## src/rtl/assert_macros.svh

```systemverilog
// Assertion macros shared by the marquee RTL.
// Included by any module that carries concurrent checks; no other dependencies.
`ifndef ASSERT_MACROS_SVH
`define ASSERT_MACROS_SVH

// Clocked check that is switched off while reset is high.
`define ASSERT_CLK(name, clk, rst, prop, msg) \
   name: assert property (@(posedge clk) disable iff (rst) prop) else $error(msg);

// Clocked check that also holds during reset.
`define ASSERT_ALWAYS(name, clk, prop, msg) \
   name: assert property (@(posedge clk) prop) else $error(msg);

`endif

```

## src/rtl/stm_pkg.sv

```systemverilog
// Shared types, constants and helper functions for the scrolling text marquee.
// No dependencies; imported by the marquee core.
package stm_pkg;

   // Field widths fixed by the interface.
   localparam int FUNC_W      = 2;
   localparam int CSR_INDEX_W = 8;
   localparam int CSR_DATA_W  = 16;

   // Default depth of the text store.
   localparam int TEXT_DEPTH_DEFAULT = 256;

   // Widest row that is ever drawn.
   localparam logic [6:0] MAX_COLUMNS = 7'd64;

   // Request function codes.
   localparam logic [FUNC_W-1:0] FUNC_LOAD  = 2'd0;
   localparam logic [FUNC_W-1:0] FUNC_START = 2'd1;
   localparam logic [FUNC_W-1:0] FUNC_STOP  = 2'd2;
   localparam logic [FUNC_W-1:0] FUNC_TICK  = 2'd3;

   // Configuration register indexes.
   localparam logic [CSR_INDEX_W-1:0] CSR_STEP_TICKS    = 8'd0;
   localparam logic [CSR_INDEX_W-1:0] CSR_VISIBLE_WIDTH = 8'd1;

   // Register reset values.
   localparam logic [15:0] STEP_RESET  = 16'd155;
   localparam logic [6:0]  WIDTH_RESET = 7'd64;

   // Drawing constants.
   localparam logic [8:0] GAP_BLANKS  = 9'd3;
   localparam logic [7:0] CHAR_BLANK  = 8'h20;
   localparam logic [7:0] COLOR_BLANK = 8'h0A;
   localparam logic [2:0] PALETTE_LAST = 3'd6;

   // Sequencer states.
   typedef enum logic [2:0] {
      ST_IDLE,
      ST_LOAD,
      ST_TICK_CHECK,
      ST_TICK_STEP,
      ST_DRAW_INIT,
      ST_DRAW
   } state_type;

   // Rotating palette, one entry per position modulo seven.
   function automatic logic [7:0] palette_color(input logic [2:0] idx);
      logic [7:0] c;
      unique case (idx)
         3'd0:    c = 8'h0C;
         3'd1:    c = 8'h0E;
         3'd2:    c = 8'h0A;
         3'd3:    c = 8'h0B;
         3'd4:    c = 8'h09;
         3'd5:    c = 8'h0D;
         3'd6:    c = 8'h0F;
         default: c = 8'h0C;
      endcase
      return c;
   endfunction

endpackage

```

## src/rtl/stm_ram.sv

```systemverilog
// Generic single-write, single-read RAM with a registered read port.
// No dependencies; used for the marquee text store.
module stm_ram #(
   parameter int WIDTH = 8,
   parameter int DEPTH = 256
) (
   input  logic                     clock,
   input  logic                     wr_en,
   input  logic [$clog2(DEPTH)-1:0] wr_addr,
   input  logic [WIDTH-1:0]         wr_data,
   input  logic [$clog2(DEPTH)-1:0] rd_addr,
   output logic [WIDTH-1:0]         rd_data
);

   logic [WIDTH-1:0] mem_ff [DEPTH];

   // Write port and registered read port.
   always_ff @(posedge clock) begin
      if (wr_en) begin
         mem_ff[wr_addr] <= wr_data;
      end
      rd_data <= mem_ff[rd_addr];
   end

endmodule

```

## src/rtl/scrolling_text_marquee_core.sv

```systemverilog
// Scrolling text marquee core: one request at a time under a small sequencer.
// Load reduces the store index modulo the depth when the store is under 256 deep, then writes.
// Start or stop redraws the row; a due tick steps the scroll and redraws; an idle tick draws nothing.
// Cells leave at one per cycle through one output register; a stalled output holds the row.
// Synchronous active-high reset turns the marquee off and restores the register defaults.
// Depends on stm_pkg, stm_ram and assert_macros.svh.
`include "assert_macros.svh"

module scrolling_text_marquee_core #(
   parameter int TEXT_DEPTH = stm_pkg::TEXT_DEPTH_DEFAULT
) (
   input  logic                            clock,
   input  logic                            reset,
   // Request channel
   input  logic                            req_valid,
   output logic                            req_stall,
   input  logic [stm_pkg::FUNC_W-1:0]      req_func,
   input  logic [7:0]                      req_text_index,
   input  logic [7:0]                      req_text_char,
   input  logic [7:0]                      req_text_length,
   input  logic [31:0]                     req_tick_now,
   // Result channel
   output logic                            rsp_valid,
   input  logic                            rsp_stall,
   output logic [5:0]                      rsp_column,
   output logic [7:0]                      rsp_cell_char,
   output logic [7:0]                      rsp_cell_color,
   output logic                            rsp_default_color,
   output logic                            rsp_last_cell,
   // Configuration write channel
   input  logic                            csr_valid,
   output logic                            csr_ready,
   input  logic [stm_pkg::CSR_INDEX_W-1:0] csr_index,
   input  logic [stm_pkg::CSR_DATA_W-1:0]  csr_data
);
   import stm_pkg::*;

   localparam int AW = $clog2(TEXT_DEPTH);
   // Longest text that fits the store, as an 8-bit length.
   localparam logic [7:0] LEN_LIMIT = (TEXT_DEPTH - 1 > 255) ? 8'd255 : 8'(TEXT_DEPTH - 1);
   // Store index wraps at the depth; indexes never reach 256.
   localparam logic [8:0] IDX_WRAP = (TEXT_DEPTH > 256) ? 9'd256 : 9'(TEXT_DEPTH);

   // Control state
   state_type   state_ff, state_in;
   logic [15:0] step_ticks_ff, step_ticks_in;
   logic [6:0]  vis_width_ff, vis_width_in;
   logic [7:0]  shown_len_ff, shown_len_in;
   logic [8:0]  scroll_ff, scroll_in;
   logic [2:0]  scroll_mod7_ff, scroll_mod7_in;
   logic [31:0] due_ff, due_in;
   logic        running_ff, running_in;
   logic        rsp_valid_ff, rsp_valid_in;

   // Payload and draw counters
   logic [7:0]  idx_ff, idx_in;
   logic [7:0]  char_ff, char_in;
   logic [31:0] now_ff, now_in;
   logic [5:0]  x_ff, x_in;
   logic [8:0]  p_ff, p_in;
   logic [2:0]  c7_ff, c7_in;
   logic [5:0]  rsp_column_ff, rsp_column_in;
   logic [7:0]  rsp_char_ff, rsp_char_in;
   logic [7:0]  rsp_color_ff, rsp_color_in;
   logic        rsp_dflt_ff, rsp_dflt_in;
   logic        rsp_last_ff, rsp_last_in;

   // Combinational control
   logic        req_accept;
   logic        idx_wrap;
   logic        tick_go;
   logic        emit;
   logic        cell_last;
   logic        blank_row;
   logic        ram_we;
   logic [7:0]  ram_rd_data;
   logic [31:0] add_b;
   logic [31:0] add_sum;
   logic        add_cin;
   logic [6:0]  draw_width;
   logic [8:0]  cycle_len;
   logic [7:0]  cell_char;

   // Text store.
   stm_ram #(
      .WIDTH (8),
      .DEPTH (TEXT_DEPTH)
   ) u_text_store (
      .clock   (clock),
      .wr_en   (ram_we),
      .wr_addr (AW'(idx_ff)),
      .wr_data (char_ff),
      .rd_addr (AW'(p_in)),
      .rd_data (ram_rd_data)
   );

   // Shared 32-bit adder: due check subtracts, step scheduling adds.
   always_comb begin
      add_cin = (state_ff == ST_TICK_CHECK);
      add_b   = add_cin ? ~due_ff : {16'b0, step_ticks_ff};
      add_sum = now_ff + add_b + {31'b0, add_cin};
   end

   // Derived values used by several branches.
   always_comb begin
      req_stall  = (state_ff != ST_IDLE);
      req_accept = req_valid && !req_stall;
      idx_wrap   = ({1'b0, idx_ff} >= IDX_WRAP);
      blank_row  = !running_ff || (shown_len_ff == 8'd0);
      tick_go    = !blank_row && !add_sum[31];
      cycle_len  = {1'b0, shown_len_ff} + GAP_BLANKS;
      if (vis_width_ff == 7'd0) begin
         draw_width = 7'd1;
      end else if (vis_width_ff > MAX_COLUMNS) begin
         draw_width = MAX_COLUMNS;
      end else begin
         draw_width = vis_width_ff;
      end
      cell_last = (({1'b0, x_ff} + 7'd1) == draw_width);
      emit      = (state_ff == ST_DRAW) && (!rsp_valid_ff || !rsp_stall);
   end

   // Next state.
   always_comb begin
      state_in = state_ff;
      unique case (state_ff)
         ST_IDLE: begin
            if (req_accept) begin
               unique case (req_func)
                  FUNC_LOAD:  state_in = ST_LOAD;
                  FUNC_START: state_in = ST_DRAW_INIT;
                  FUNC_STOP:  state_in = ST_DRAW_INIT;
                  FUNC_TICK:  state_in = ST_TICK_CHECK;
               endcase
            end
         end
         ST_LOAD: begin
            if (!idx_wrap) begin
               state_in = ST_IDLE;
            end
         end
         ST_TICK_CHECK: state_in = tick_go ? ST_TICK_STEP : ST_IDLE;
         ST_TICK_STEP:  state_in = ST_DRAW_INIT;
         ST_DRAW_INIT:  state_in = ST_DRAW;
         ST_DRAW: begin
            if (emit && cell_last) begin
               state_in = ST_IDLE;
            end
         end
         default: state_in = ST_IDLE;
      endcase
   end

   // Datapath and outputs per state.
   always_comb begin
      step_ticks_in  = step_ticks_ff;
      vis_width_in   = vis_width_ff;
      shown_len_in   = shown_len_ff;
      scroll_in      = scroll_ff;
      scroll_mod7_in = scroll_mod7_ff;
      due_in         = due_ff;
      running_in     = running_ff;
      idx_in         = idx_ff;
      char_in        = char_ff;
      now_in         = now_ff;
      x_in           = x_ff;
      p_in           = p_ff;
      c7_in          = c7_ff;
      rsp_valid_in   = rsp_valid_ff && rsp_stall;
      rsp_column_in  = rsp_column_ff;
      rsp_char_in    = rsp_char_ff;
      rsp_color_in   = rsp_color_ff;
      rsp_dflt_in    = rsp_dflt_ff;
      rsp_last_in    = rsp_last_ff;
      ram_we         = 1'b0;
      cell_char      = CHAR_BLANK;

      // Configuration writes; unknown indexes are dropped.
      if (csr_valid && csr_ready) begin
         if (csr_index == CSR_STEP_TICKS) begin
            step_ticks_in = csr_data[15:0];
         end else if (csr_index == CSR_VISIBLE_WIDTH) begin
            vis_width_in = csr_data[6:0];
         end
      end

      unique case (state_ff)
         ST_IDLE: begin
            if (req_accept) begin
               idx_in  = req_text_index;
               char_in = req_text_char;
               now_in  = req_tick_now;
               if (req_func == FUNC_START) begin
                  shown_len_in   = (req_text_length > LEN_LIMIT) ? LEN_LIMIT : req_text_length;
                  scroll_in      = 9'd0;
                  scroll_mod7_in = 3'd0;
                  due_in         = 32'd0;
                  running_in     = 1'b1;
               end else if (req_func == FUNC_STOP) begin
                  running_in = 1'b0;
               end
            end
         end
         ST_LOAD: begin
            // Reduce the index modulo the store depth, then write.
            if (idx_wrap) begin
               idx_in = idx_ff - IDX_WRAP[7:0];
            end else begin
               ram_we = 1'b1;
            end
         end
         ST_TICK_CHECK: begin
         end
         ST_TICK_STEP: begin
            // Advance the offset around text plus gap, and the palette phase with it.
            if ((scroll_ff + 9'd1) == cycle_len) begin
               scroll_in      = 9'd0;
               scroll_mod7_in = 3'd0;
            end else begin
               scroll_in      = scroll_ff + 9'd1;
               scroll_mod7_in = (scroll_mod7_ff == PALETTE_LAST) ? 3'd0 : scroll_mod7_ff + 3'd1;
            end
            due_in = add_sum;
         end
         ST_DRAW_INIT: begin
            // The first position is the offset itself, already below the cycle length.
            x_in  = 6'd0;
            p_in  = scroll_ff;
            c7_in = scroll_mod7_ff;
         end
         ST_DRAW: begin
            if (!blank_row && (p_ff < {1'b0, shown_len_ff})) begin
               cell_char = ram_rd_data;
            end
            if (emit) begin
               rsp_valid_in  = 1'b1;
               rsp_column_in = x_ff;
               rsp_char_in   = cell_char;
               rsp_dflt_in   = blank_row;
               rsp_last_in   = cell_last;
               if (blank_row) begin
                  rsp_color_in = 8'h00;
               end else if (cell_char == CHAR_BLANK) begin
                  rsp_color_in = COLOR_BLANK;
               end else begin
                  rsp_color_in = palette_color(c7_ff);
               end
               x_in  = x_ff + 6'd1;
               p_in  = ((p_ff + 9'd1) == cycle_len) ? 9'd0 : p_ff + 9'd1;
               c7_in = (c7_ff == PALETTE_LAST) ? 3'd0 : c7_ff + 3'd1;
            end
         end
         default: begin
         end
      endcase
   end

   // Control registers.
   always_ff @(posedge clock) begin
      if (reset) begin
         state_ff       <= ST_IDLE;
         step_ticks_ff  <= STEP_RESET;
         vis_width_ff   <= WIDTH_RESET;
         shown_len_ff   <= 8'd0;
         scroll_ff      <= 9'd0;
         scroll_mod7_ff <= 3'd0;
         due_ff         <= 32'd0;
         running_ff     <= 1'b0;
         rsp_valid_ff   <= 1'b0;
      end else begin
         state_ff       <= state_in;
         step_ticks_ff  <= step_ticks_in;
         vis_width_ff   <= vis_width_in;
         shown_len_ff   <= shown_len_in;
         scroll_ff      <= scroll_in;
         scroll_mod7_ff <= scroll_mod7_in;
         due_ff         <= due_in;
         running_ff     <= running_in;
         rsp_valid_ff   <= rsp_valid_in;
      end
   end

   // Payload registers.
   always_ff @(posedge clock) begin
      idx_ff        <= idx_in;
      char_ff       <= char_in;
      now_ff        <= now_in;
      x_ff          <= x_in;
      p_ff          <= p_in;
      c7_ff         <= c7_in;
      rsp_column_ff <= rsp_column_in;
      rsp_char_ff   <= rsp_char_in;
      rsp_color_ff  <= rsp_color_in;
      rsp_dflt_ff   <= rsp_dflt_in;
      rsp_last_ff   <= rsp_last_in;
   end

   assign csr_ready         = 1'b1;
   assign rsp_valid         = rsp_valid_ff;
   assign rsp_column        = rsp_column_ff;
   assign rsp_cell_char     = rsp_char_ff;
   assign rsp_cell_color    = rsp_color_ff;
   assign rsp_default_color = rsp_dflt_ff;
   assign rsp_last_cell     = rsp_last_ff;

   // Checks on the sequencer and the scroll state.
   `ASSERT_CLK(a_cell_from_draw, clock, reset, $rose(rsp_valid_ff) |-> $past(state_ff == ST_DRAW), "result appeared outside a draw")
   `ASSERT_CLK(a_last_cell_ends, clock, reset, (emit && cell_last) |=> (state_ff == ST_IDLE), "draw did not end after the last cell")
   `ASSERT_CLK(a_scroll_in_range, clock, reset, (running_ff && (shown_len_ff != 8'd0)) |-> (scroll_ff < cycle_len), "scroll offset beyond text plus gap")
   `ASSERT_ALWAYS(a_phase_in_range, clock, (scroll_mod7_ff <= PALETTE_LAST) || reset || $past(reset), "palette phase out of range")

endmodule

```

## config.mk

```make
export PLATFORM = sky130hd
export DESIGN_NAME = scrolling_text_marquee_core
export DESIGN_NICKNAME = d
export VERILOG_FILES = /design/src/rtl/stm_pkg.sv /design/src/rtl/stm_ram.sv /design/src/rtl/scrolling_text_marquee_core.sv
export VERILOG_INCLUDE_DIRS = /design/src /design/src/rtl
export SDC_FILE = /design/constraint.sdc
export NUM_CORES = 2
export LEC_CHECK = 0
export BUFFER_PORTS_ARGS = -buffer_cell sky130_fd_sc_hd__buf_2
export CORE_UTILIZATION = 45
export DETAILED_ROUTE_END_ITERATION = 10
export PLACE_DENSITY = 0.7
export SLEW_MARGIN = 25
export SYNTH_ARGS = -nofsm -noshare
export SYNTH_HDL_FRONTEND = slang
export SYNTH_HIERARCHICAL = 1
export SYNTH_SLANG_ARGS = --single-unit
```

## constraint.sdc

```tcl
create_clock -name clock -period 7.2 [get_ports clock]
set_input_delay 0.36 -clock clock [delete_from_list [all_inputs] [get_ports clock]]
set_output_delay 0.36 -clock clock [all_outputs]
set_load 0.01 [all_outputs]
```

Word level (Yosys, flattened, before mapping)
Memories as Yosys holds them, arrays and structs flattened. A register that Yosys moved wholly into a read port is not among the register bits.
Cells that the tools add are included.
Widths: inputs -> output; s select.
{"block": "classes", "n_addsub": 9, "order_cmp": 3, "eq_ne": 24, "mux": 40, "bitwise": 2, "reduce_logical": 34}
{"cell": "$mux 32", "count": 3}
{"cell": "$pmux 32 s2", "count": 1}
{"cell": "$mux 9", "count": 5}
{"cell": "$pmux 9 s2", "count": 2}
{"cell": "$add 32x1->32", "count": 1}
{"cell": "$add 32x32->32", "count": 1}
{"cell": "$not 32->32", "count": 1}
{"cell": "$mux 3", "count": 8}
{"cell": "$mux 8", "count": 3}
{"cell": "$add 9x1->9 const B", "count": 2}
{"cell": "$eq 3x3->1 const B", "count": 6}
{"cell": "$eq 9x9->1", "count": 2}
{"cell": "$pmux 3 s6", "count": 1}
{"cell": "$logic_not 8->1", "count": 2}
{"cell": "$pmux 3 s5", "count": 1}
{"cell": "$mux 7", "count": 2}
{"cell": "$eq 3x2->1 const B", "count": 4}
{"cell": "$pmux 3 s2", "count": 2}
{"cell": "$pmux 6 s2", "count": 1}
{"cell": "$reduce_and 3->1", "count": 4}
{"cell": "$reduce_and 2->1", "count": 5}
{"cell": "$add 8x2->9 const B", "count": 1}
{"cell": "$lt 9x8->1", "count": 1}
{"cell": "$pmux 3 s3", "count": 1}
{"cell": "other kinds (26)", "count": 52}
{"block": "word_totals", "regBits": 166, "mem_bits_rw": 2048, "input_bits": 87, "wordCells": 135, "memories": 1}
{"memory": "u_text_store.mem_ff", "words": 256, "width": 8, "rd": 1, "rd_clocked_by_memory_dff": 1, "write_ports": 1, "line_no": "stm_ram.sv:15", "text": "logic [WIDTH-1:0] mem_ff [DEPTH];"}

Longest topological paths before layout
{"block": "logic_depth", "word_depth": 8, "depth_mapped": 20, "ltp_nobuf": 16}

By module
Netlist, hierarchy kept.
{"module": "stm_ram", "n_inst": 1, "cells_per_inst": 3733, "area_per_inst_um2": 79556.3, "seq_area_each_um2": 61659.1}
{"module": "scrolling_text_marquee_core", "n_inst": 1, "cells_per_inst": 909, "area_per_inst_um2": 8856.0, "seq_area_each_um2": 4103.9}

Worst setup path before layout
No wires, ideal clock.
{"block": "synth_path", "kind": "register to register", "start": "register state_ff[2]", "end": "register u_text_store.rd_data[2], read port of u_text_store.mem_ff", "arrival_ns": 4.396, "slack_ns": 2.673, "path_stages_with_launch": 15, "path_buffers": 5, "synth_period_minus_slack_ns": 4.527, "path_cell_list": "dfxtp_1 > clkbuf_1 > nand3b_1 > a21oi_1 > nand2_1 > o21ai_0 > buf_6 > buf_12 > buf_8 > buf_2 > mux4_2 > a22oi_1 > a21oi_1 > nor4_1 > nor4_2"}
{"block": "synth_between", "elab_chain_cells": 4, "elab_cells_between_ends": 5, "classes_between": "eq/ne (2); mux (2); reduce/logical (1)"}
{"item": "start, declared", "line_no": "scrolling_text_marquee_core.sv:45", "text": "state_type state_ff, state_in;"}
{"item": "start signal, assigned", "line_no": "scrolling_text_marquee_core.sv:271", "text": "state_ff <= state_in;"}
{"item": "$eq 3x3->1", "line_no": "scrolling_text_marquee_core.sv:120, scrolling_text_marquee_core.sv:187"}
{"item": "$logic_and 1x1->1", "line_no": "scrolling_text_marquee_core.sv:120", "text": "emit = (state_ff == ST_DRAW) && (!rsp_valid_ff || !rsp_stall);"}
{"item": "$mux 9", "line_no": "scrolling_text_marquee_core.sv:235", "text": "if (emit) begin"}
{"item": "$pmux 9 s2 *", "line_no": "scrolling_text_marquee_core.sv:187", "text": "unique case (state_ff)"}
{"item": "via p_in[0]", "line_no": "scrolling_text_marquee_core.sv:60", "text": "logic [8:0] p_ff, p_in;"}
{"item": "end, declared", "line_no": "stm_ram.sv:12", "text": "output logic [WIDTH-1:0] rd_data"}
Mark *: on every way through the listed nets, which the timed path passes. The rest lies on a longest branch. The select of a mux whose other input is x is not followed.
A chain may end at the register's enable or synchronous reset.

Worst setup path after layout
{"block": "layout_path", "start": "register state_ff[2]", "end": "register u_text_store.rd_data[0], read port of u_text_store.mem_ff"}
The elaborated chain is that of the path after synthesis.

==> flow_summary.toml <==
[sta]
post-route-period-util_pct = 80.83
setup_viol = 0
slew_headroom_pct = 21.39
fin_setup_tns_ns = 0
fin_crit_ns = 5.820
slew_violations = 0
worst_pin_slew_ns = 1.176
rsz0062_at_grt = "false"
clock.fmax_mhz = 171.8
finalHoldViolations = 0
skew_ns = 0.06694

[critical_path]
ff2ff_setup_slack_ns = 1.38
ff2ff_path_depth = 13
cp-start-kind = "flip-flop"
crit_fanout = 23
r2r-end = "u_text_store/rd_data[0]$_DFF_P_"
endpoint_kind = "flip-flop"
r2r_start = "state_ff[2]$_SDFFE_PP0P_"
arrival_ns = 6.48
critical_path_class = "reg2reg"
required_ns = 7.86

[power_and_ir_drop]
ir_worst_vdd_mv = 0.2491
p_comb_share_pct = 7.4
fin_total_pwr_uw = 27330
seqPwrFrac_pct = 52.7
power_density_nw_per_um2 = 274.8
clkPwrFrac_pct = 40.0
power.switching_uw = 6103
leakagePower_uw = 0.03041
switching_share_pct = 22.33
intPower_uw = 21230

[clock_network]
clockBufferDepth = 3
postCtsSetupBuffers = 0
cts_tree = "done"
clk_pin_slew_ns = 0.07
cts_resized = 0
clock_sink_count = 2222
numCtsBuffers = 213
clock_latency_ns = 0.87
root_buffer = "clkbuf_16"
cts_hold_buf = 77
h-tree-depth = 4

[floorplan]
initial_core_util_pct = 45.34
die_area_um2 = 198200
die_w_um = 445.3
rows = 162
core_um2 = 195000
io_pins = 114
die_h_um = 445.3

[run_status]
run_status = "finished clean"

[final_layout]
final_cells = 7684
syn_to_final_growth_pct = 12.48
layout_common_cells = "edfxtp_1 (2,126), mux4_2 (454), nor2_1 (375)"
layout.nets = 5015
design_area_um2 = 99440
layout_commonest_cell = "edfxtp_1"
drive_above_1_share_pct = 20.59
fillers = 15410
fin_util_pct = 51.00

[yosys]
yosysWarnings = 6
synth_edf_count = 2126
ys.flop_type = "edfxtp_1"
syn_area_um2 = 88410
syn_inst = 4642
synth_cell_types = 92
ys_async_sr_fraction_pct = 0
synth.ff_latch_count = 2222
avgSynthCellArea_um2 = 19.05
synth_seq_area_share_pct = 74.38

[grt]
grt.total_usage_pct = 21.63
grt_pass1_wl_mm = 315.0
grt_max_degree = 203
antenna_found_initial = 8
grt_pass1_vias = 46230
grt_overflow = 0

[drt]
routed_wl_mm = 216.4
antenna_left = 0
routedWlPerCell_um = 28.16
dr.pass1.iters = 7
vias = 46690
route.detailed.drc = 0
vias_per_cell = 6.076
drtIter0Drc = 5882

[min_path]
hold_depth = 4
min_path_type = "in2reg"
hold-path-endpoint = "step_ticks_ff[6]$_SDFFE_PP0P_"
min_from = "csr_index[0]"

[placed_design]
placed_cell_area_um2 = 91770
place_inst = 7212
dp_hpwl_mm = 132.5
numPortBuffers = 108
gp_congestion = 0.8719

[run]
maxCapViolations = 0
-- power groups by stage --
stage / Clock (uW) / Combinational [uW] / Sequential (uW)
6_report: 10900 / 2010 / 14400
5_1_grt: 11500 / 2150 / 14400
3_3_place_gp: 0 / 1950 / 14700
3_5_place_dp: 0 / 1980 / 14700
2_1_floorplan: 0 / 1390 / 14800
4_1_cts: 11100 / 2020 / 14400
-- final cells by class --
type                       instances  area, um^2  share of cell area [%]
clock inverter                   141        1376                   1.384
timing repair buffer             296        2355                   2.368
antenna                            3       7.507                0.007549
multi-input combinational       2119       21080                   21.20
tap                             2624        3283                   3.302
inverter                          29       108.9                  0.1095
clock buffer                     250        5469                   5.500
sequential                      2222       65760                   66.13
-- per-stage QoR --
stage	hold slack [ns]	setup slack [ns]
final	0.01405	1.380
after global routing	0.002111	1.116
after CTS	0.02082	1.332
after detailed placement	0.4384	1.406
after global placement	0.4284	1.060
after floorplan	0.4199	2.673
-- worst max-delay path, cell delays in order (launching register included) --
cell and delay [ns]:
dfxtp_1 0.50, nand3b_1 0.52, a21oi_4 0.27, buf_4 0.37, nand2_1 0.39, o21ai_4 0.46
buf_4 0.38, buf_4 0.46, buf_4 0.33, mux4_2 0.54, a22oi_1 0.30, a21oi_1 0.23
nor4_1 0.81, nor4_2 0.06
-- synth_stat cells (8+ instances only) --
library cell	count	area share, %
o221ai_1	46	0.46
a22o_1	10	0.099
a21o_1	17	0.14
nor2_1	382	1.6
inv_1	27	0.11
buf_12	8	0.18
xor2_1	33	0.33
nand4_1	17	0.12
o22ai_1	30	0.21
ha_1	45	0.64
xnor2_1	32	0.32
buf_2	34	0.19
edfxtp_1	2126	72
o211ai_1	15	0.13
clkbuf_1	142	0.60
a21oi_1	151	0.85
a31oi_1	11	0.078
mux2i_1	166	1.9
buf_8	13	0.22
nand2b_1	20	0.14
buf_1	24	0.10
nor2b_1	42	0.30
nor4_1	28	0.20
a22oi_1	155	1.3
a211oi_1	24	0.20
and2_1	17	0.12
and3_1	12	0.085
mux4_2	454	12
a221oi_1	14	0.14
nand3_1	62	0.35
buf_6	21	0.27
nor3_1	34	0.19
dfxtp_1	96	2.2
nand2_1	115	0.49
o21ai_0	64	0.36
buf_4	33	0.28
-- per-layer routing --
layer	vias up	track usage, %	share of wire [%]
li1	19440	-	-
met1	24330	30.21	39
met2	2520	33.83	47
met3	389	4.531	10
met4	8	7.555	3.4
met5	-	0	0.025
-- how the worst max path moves through the flow --
stage,start,endpoint
after CTS,state_ff[2]$_SDFFE_PP0P_,u_text_store/rd_data[0]$_DFF_P_
final,state_ff[2]$_SDFFE_PP0P_,u_text_store/rd_data[0]$_DFF_P_
after global routing,shown_len_ff[0]$_SDFFE_PP0P_,u_text_store/rd_data[0]$_DFF_P_
after floorplan,state_ff[2]$_SDFFE_PP0P_,u_text_store/rd_data[2]$_DFF_P_
after detailed placement,state_ff[2]$_SDFFE_PP0P_,u_text_store/rd_data[0]$_DFF_P_
after global placement,shown_len_ff[0]$_SDFFE_PP0P_,u_text_store/rd_data[2]$_DFF_P_
-- logic make-up (layout without fill, tap and decap cells) --
logic type      Yosys count  in the layout  synth area share, %
xor+xnor                 67             67               0.6807
fa+ha+maj                47             47               0.6821
buf+inv                 304            716                1.970
simple gates            769            769                4.029
compound gates          606            606                4.705
mux                     625            625                13.54
flops                  2222           2222                74.38
other cells               2              8             0.008494
-- state kept, by name (all words and copies together) (netlist names), 7 cells and up --
signal                count
rsp_cell_char             8
char_ff                   8
idx_ff                    8
u_text_store/rd_data      8
p_ff                      9
step_ticks_ff            16
due_ff                   32
shown_len_ff              8
vis_width_ff              7
scroll_ff                 9
u_text_store/mem_ff    2048
now_ff                   32
Power figures use the tool's default switching activity.
